### src/cls_pkg.sv
package cls_pkg;

    localparam int CAPACITY_DEF = 64;

    localparam int KIND_W  = 2;
    localparam int VALUE_W = 32;
    localparam int STAT_W  = 2;
    localparam int FIDX_W  = 6;
    localparam int ECNT_W  = 7;

    localparam logic [KIND_W-1:0] REQ_INSERT = 2'd0;
    localparam logic [KIND_W-1:0] REQ_SEARCH = 2'd1;
    localparam logic [KIND_W-1:0] REQ_DELETE = 2'd2;
    localparam logic [KIND_W-1:0] REQ_UNUSED = 2'd3;

    localparam logic [STAT_W-1:0] ST_OK        = 2'd0;
    localparam logic [STAT_W-1:0] ST_NOT_FOUND = 2'd1;
    localparam logic [STAT_W-1:0] ST_FULL      = 2'd2;

    typedef struct packed {
        logic [KIND_W-1:0]         req_type;
        logic signed [VALUE_W-1:0] value;
    } req_t;

    typedef struct packed {
        logic [STAT_W-1:0] status;
        logic [FIDX_W-1:0] found_index;
        logic [ECNT_W-1:0] entry_count;
    } rsp_t;

    // Command broadcast from the control logic to every cell.
    typedef struct packed {
        logic do_insert;
        logic do_delete;
    } cell_cmd_t;

endpackage

### src/cls_cell.sv
module cls_cell #(
    parameter int CAPACITY = cls_pkg::CAPACITY_DEF,
    parameter int INDEX    = 0
) (
    input  logic                                clk,
    input  cls_pkg::cell_cmd_t                  cmd,
    input  logic [cls_pkg::VALUE_W-1:0]         key,
    input  logic [$clog2(CAPACITY+1)-1:0]       count,
    input  logic [cls_pkg::VALUE_W-1:0]         next_entry,
    input  logic                                hit_in,
    input  logic [$clog2(CAPACITY)-1:0]         idx_in,
    output logic [cls_pkg::VALUE_W-1:0]         entry,
    output logic                                hit_out,
    output logic [$clog2(CAPACITY)-1:0]         idx_out
);
    import cls_pkg::*;

    localparam int CNT_W = $clog2(CAPACITY+1);
    localparam int IDX_W = $clog2(CAPACITY);

    logic [VALUE_W-1:0] entry_reg;
    logic [VALUE_W-1:0] entry_next;
    logic               in_use;
    logic               match;
    logic               first;

    assign in_use  = CNT_W'(INDEX) < count;
    assign match   = in_use && (entry_reg == key);
    assign first   = match && !hit_in;
    assign hit_out = hit_in || match;
    assign idx_out = first ? IDX_W'(INDEX) : idx_in;
    assign entry   = entry_reg;

    // On a delete, the matching cell and every cell after it take the
    // neighbor's entry, which closes the gap.
    always_comb
    begin
        entry_next = entry_reg;
        if (cmd.do_insert && (count == CNT_W'(INDEX)))
        begin
            entry_next = key;
        end
        else if (cmd.do_delete && hit_out)
        begin
            entry_next = next_entry;
        end
    end

    always_ff @(posedge clk)
    begin
        entry_reg <= entry_next;
    end

endmodule

### src/compacting_list_search_delete.sv
// Channel   Ports              Handshake
// request   req                taken at a clock edge with start high and busy low
// result    rsp                shown for one cycle while done is high
//
// An item is taken at a clock edge; busy then goes high while every cell
// compares its entry and the first match ripples down the chain. The result
// appears in the cycle after that, when busy is low again; no new item is
// taken while busy is high. Reset clears the count and the control state;
// entries hold no reset value. The receiver cannot stall.
module compacting_list_search_delete #(
    parameter int CAPACITY = cls_pkg::CAPACITY_DEF
) (
    input  logic          clk,
    input  logic          rst_n,
    input  logic          start,
    input  cls_pkg::req_t req,
    output logic          busy,
    output logic          done,
    output cls_pkg::rsp_t rsp
);
    import cls_pkg::*;

    localparam int CNT_W = $clog2(CAPACITY+1);
    localparam int IDX_W = $clog2(CAPACITY);

    logic               busy_reg;
    logic               done_reg;
    logic [KIND_W-1:0]  kind_reg;
    logic [VALUE_W-1:0] key_reg;
    logic [CNT_W-1:0]   count_reg;
    logic [CNT_W-1:0]   count_next;
    rsp_t               rsp_reg;
    rsp_t               rsp_next;

    logic               hit_c   [CAPACITY+1];
    logic [IDX_W-1:0]   idx_c   [CAPACITY+1];
    logic [VALUE_W-1:0] entry_c [CAPACITY];
    cell_cmd_t          cmd;
    logic               found;
    logic               full;

    assign hit_c[0] = 1'b0;
    assign idx_c[0] = '0;
    assign found    = hit_c[CAPACITY];
    assign full     = count_reg >= CNT_W'(CAPACITY);

    assign cmd.do_insert = busy_reg && (kind_reg == REQ_INSERT) && !full;
    assign cmd.do_delete = busy_reg && (kind_reg == REQ_DELETE) && found;

    genvar g;
    generate
        for (g = 0; g < CAPACITY; g++)
        begin : g_cell
            cls_cell #(
                .CAPACITY (CAPACITY),
                .INDEX    (g)
            ) u_cell (
                .clk        (clk),
                .cmd        (cmd),
                .key        (key_reg),
                .count      (count_reg),
                .next_entry ((g == CAPACITY-1) ? entry_c[g] : entry_c[(g+1) % CAPACITY]),
                .hit_in     (hit_c[g]),
                .idx_in     (idx_c[g]),
                .entry      (entry_c[g]),
                .hit_out    (hit_c[g+1]),
                .idx_out    (idx_c[g+1])
            );
        end
    endgenerate

    always_comb
    begin
        count_next           = count_reg;
        rsp_next.status      = ST_OK;
        rsp_next.found_index = '0;
        case (kind_reg)
            REQ_INSERT:
            begin
                if (full)
                begin
                    rsp_next.status = ST_FULL;
                end
                else
                begin
                    count_next = count_reg + CNT_W'(1);
                end
            end
            REQ_SEARCH:
            begin
                if (found)
                begin
                    rsp_next.found_index = FIDX_W'(idx_c[CAPACITY]);
                end
                else
                begin
                    rsp_next.status = ST_NOT_FOUND;
                end
            end
            REQ_DELETE:
            begin
                if (found)
                begin
                    rsp_next.found_index = FIDX_W'(idx_c[CAPACITY]);
                    count_next           = count_reg - CNT_W'(1);
                end
                else
                begin
                    rsp_next.status = ST_NOT_FOUND;
                end
            end
            default:
            begin
                count_next = count_reg;
            end
        endcase
        rsp_next.entry_count = ECNT_W'(count_next);
    end

    always_ff @(posedge clk or negedge rst_n)
    begin
        if (!rst_n)
        begin
            busy_reg  <= 1'b0;
            done_reg  <= 1'b0;
            count_reg <= '0;
        end
        else
        begin
            done_reg <= busy_reg;
            if (busy_reg)
            begin
                busy_reg  <= 1'b0;
                count_reg <= count_next;
            end
            else if (start)
            begin
                busy_reg <= 1'b1;
            end
        end
    end

    always_ff @(posedge clk)
    begin
        if (start && !busy_reg)
        begin
            kind_reg <= req.req_type;
            key_reg  <= req.value;
        end
        if (busy_reg)
        begin
            rsp_reg <= rsp_next;
        end
    end

    assign busy = busy_reg;
    assign done = done_reg;
    assign rsp  = rsp_reg;

endmodule

### config.mk
export PLATFORM = sky130hd
export DESIGN_NAME = compacting_list_search_delete
export DESIGN_NICKNAME = d
export VERILOG_FILES = /design/src/cls_pkg.sv /design/src/cls_cell.sv /design/src/compacting_list_search_delete.sv
export SDC_FILE = /design/constraint.sdc
export NUM_CORES = 2
export LEC_CHECK = 0
export BUFFER_PORTS_ARGS = -buffer_cell sky130_fd_sc_hd__buf_2
export CORE_ASPECT_RATIO = 0.6
export CORE_MARGIN = 10
export CORE_UTILIZATION = 58
export CTS_CLUSTER_DIAMETER = 60
export DETAILED_ROUTE_END_ITERATION = 8
export PLACE_DENSITY = 0.73
export SYNTH_ARGS = -nofsm -noshare
export SYNTH_HDL_FRONTEND = slang
export SYNTH_SLANG_ARGS = --single-unit
### constraint.sdc
create_clock -name clk -period 7.8 [get_ports clk]
set_input_delay 1.56 -clock clk [delete_from_list [all_inputs] [get_ports clk]]
set_output_delay 1.56 -clock clk [all_outputs]
set_load 0.01 [all_outputs]
==> summary.md <==
| Metric | Value |
|---|---|
| Share of layout cells above drive strength 1 | 32.9% |
| Clk_skew | 0.0550 ns |
| Synth Area in Compound Gates | about 1.5% |
| Post-synth top flop | edfxtp_1 |
| Setup-failing EPs final | 0 |
| Status | finished with violations |
| Count of cell types in the netlist | between 90 and 100 |
| Area growth syn-to-layout | 9.13% |
| Largest net degree at the start of global routing | between 70 and 80 |
| FP Rows | ~130 |
| Seq/Total Area, Yosys | between 50 and 60% |
| Critical Path Start Type | flip-flop |
| Clock Path Buffers | 4 |
| DRT Wirelength | ~440 mm |
| Hold wc startpoint | g_cell[3].u_cell.entry[14]$_DFFE_PP_ |
| Die Span Y | around 370 µm |
| Detailed Route Iter0 Violations | around 14,000 |
| Failing checks | capacitance limit, slew limit |
| Max Cap Viol | 2 |
| Crit-path max FO | 32 |
| Flip-flop and latch count after synthesis | 2,106 |
| Die Footprint | approximately 220,000 µm² |
| RSZ-0062 raised after global routing | false |
| CTS root buf | clkbuf_16 |
| Top Ports | 54 |
| IR drop worst, VDD | between 0.2 and 0.25 mV |
| Synth Area in XOR/XNOR | around 15% |
| Static leakage | 41.7 nW |
| Highest Clock Rate | approximately 140 MHz |
| I/O Buffers | 53 |
| Post-CTS Resized | 0 |
| Post-cts hold buffer count | 0 |
| Crit path time final | roughly 7.2 ns |
| Largest family of logic cells by synthesized area | multiplexers |
| Clock sinks | between 2,000 and 2,500 |
| Final period util | between 90% and 100% |
| Worst slew pin tran | about 1.6 ns |
| Slew headroom | -8.41% |
| Post-synth EDFFs | ~2,100 |
| Drt drc | 0 |
| Worst-skew pair later-pin latency | around 0.90 ns |
| Most common cell after layout, fill and taps aside | edfxtp_1 |
| Post-synthesis mux area share | a little under a fifth |
| TritonCTS clock tree | yes |
| Final Hold Viols | 0 |
| RePlAce Congestion | about 1 |
| Worst hold path type | reg -> reg |
| Overflow after GRT | 0 |
| First-pass GRT wire length | about 600 mm |
| Drt first pass iters | 6 |
| Core footprint | roughly 200,000 µm² |
| Synth warn | 0 |
| Vias in the first global route | about 73,000 |
| Initial core utilization | between 50 and 60% |
| Synth Area in Simple Gates | 7.18% |
| Worst setup path startpoint | count_reg[5]$_DFFE_PN0P_ |
| Post-Synthesis Cell Area | about 120,000 µm² |
| Fin nets | roughly 8,600 |
| DR WL/cell | around 38 µm |
| Routed vias/inst | around 6.8 |
| Final ANT Viol Nets | 0 |
| Class of the most critical setup path | reg -> reg |
| Clock transition at path regs | 0.07 ns |
| H-tree depth | 4 |
| Post-Synth Adder-Cell Area | 0.0955% |
| Vias | 78,219 |
| Average size of a mapped cell | 13.7 µm² |
| Syn_nets | about 8,600 |
| Largest register FFs | 2,048 |
| Inserted Clock Buffers | 211 |
| Synth async-reset ratio | 0.427% |
| Setup crit end kind | flip-flop |
| Crit path required time | a little over 8 ns |
| Hold Slack | 0.569 ns |
| Postcts setup bufs | 0 |
| Slew Limit Fails | 2 |
| Setup_tns | 0 ns |
| GRT Resource Usage Total | 37.7% |
| Worst EP arrival | 7.68 ns |
| Launch point of the worst reg-to-reg path | count_reg[5]$_DFFE_PN0P_ |
| Most frequent cells in the layout | 2,097 x edfxtp_1, 1,970 x mux2_2, 1,339 x xor2_1 |
| Post-DP HPWL | ~320 mm |
| Fill count | 15,042 |
| Die W | ~600 µm |
| Multi-input gate area | between 50,000 and 60,000 µm² |
| PD cells | between 200 and 250 nW/µm² |
| Initial antenna violation count | 27 |
| Reg area | approximately 63,000 µm² |
| Synth Instances | about 8,600 |
[final timing paths]
path	to	slack, ns	depth (start not counted)
min in group asynchronous	count_reg[3]$_DFFE_PN0P_	0.62	1
max	g_cell[7].u_cell.entry[0]$_DFFE_PP_	0.59	12
min	g_cell[2].u_cell.entry[14]$_DFFE_PP_	0.57	2
max in group asynchronous	busy$_DFF_PN0_	6.84	1
min reg2reg	g_cell[2].u_cell.entry[14]$_DFFE_PP_	0.57	2
max reg2reg	g_cell[7].u_cell.entry[0]$_DFFE_PP_	0.59	12
[power breakdown]
part	total, W	switching [W]	internal [W]
clock	0.0105	0.00463	0.00585
sequential	0.0126	0.000195	0.0124
combinational	0.00272	0.00200	0.000720
[Yosys cell counts (all sizes together), types with 108 or more instances]
library cell | count | share of area [%]
buf | 279 | 2.1
clkbuf | 421 | 1.3
edfxtp | 2097 | 53
mux2 | 1970 | 19
nand2 | 167 | 0.54
nand3 | 108 | 0.46
nand4 | 303 | 1.6
nor2 | 140 | 0.46
nor3 | 124 | 0.54
nor4 | 423 | 2.3
xnor2 | 712 | 5.3
xor2 | 1339 | 9.9
[critical path, stage by stage (launching register included)]
cell and delay [ns]:
dfrtp_1 0.79, nor2_4 0.58, nand2_1 0.39, o21ai_0 1.11, nor3_1 0.41, buf_4 0.28
nor3_1 0.53, and3_1 0.40, nand4_1 0.20, buf_4 0.28, o21ai_4 0.66, buf_4 0.64
o22ai_4 0.44
[routing by layer]
| metal | global-route usage (%) | routed length, µm | vias up |
|---|---|---|---|
| li1 | - | - | 31903 |
| met1 | 60.3 | 194000 | 39585 |
| met2 | 43.8 | 153000 | 6165 |
| met3 | 19.6 | 80800 | 548 |
| met4 | 7.30 | 9630 | 18 |
| met5 | 0.151 | 137 | - |
[layout make-up]
type	instances	share of cell area, %
Timing Repair Buffer	429	3.06
Multi-Input combinational cell	5766	39.8
Clock inverter	123	0.983
Antenna cell	10	0.0195
Tap cell	2730	2.66
Clock buffer	251	4.29
Sequential cell	2106	49.1
Inverter	21	0.0613
[metrics by stage]
step                      worst slack, ns  std cells  util (%)  cell area, µm²  total power [W]
after global routing                0.732      11426      63.5          129000           0.0262
after detailed placement            0.980      11051      60.2          122000           0.0154
after CTS                           0.937      11425      63.5          129000           0.0256
final                               0.592      11436      63.5          129000           0.0258
after global placement             -0.139      11048      60.2          122000           0.0154
after floorplan                      2.16       8593         -          118000           0.0141
[kinds of logic (layout without fill, tap and decap cells)]
| family | Yosys count | after routing |
|---|---|---|
| buffers and inverters | 721 | 824 |
| DFF | 2106 | 2106 |
| other | 0 | 10 |
| muxes | 1974 | 1974 |
| AOI/OAI and AO/OA | 276 | 276 |
| adders and majority gates | 9 | 9 |
| and+or+nand+nor | 1456 | 1456 |
| xor gates and xnor gates | 2051 | 2051 |
(Power assumes the default switching activity.)
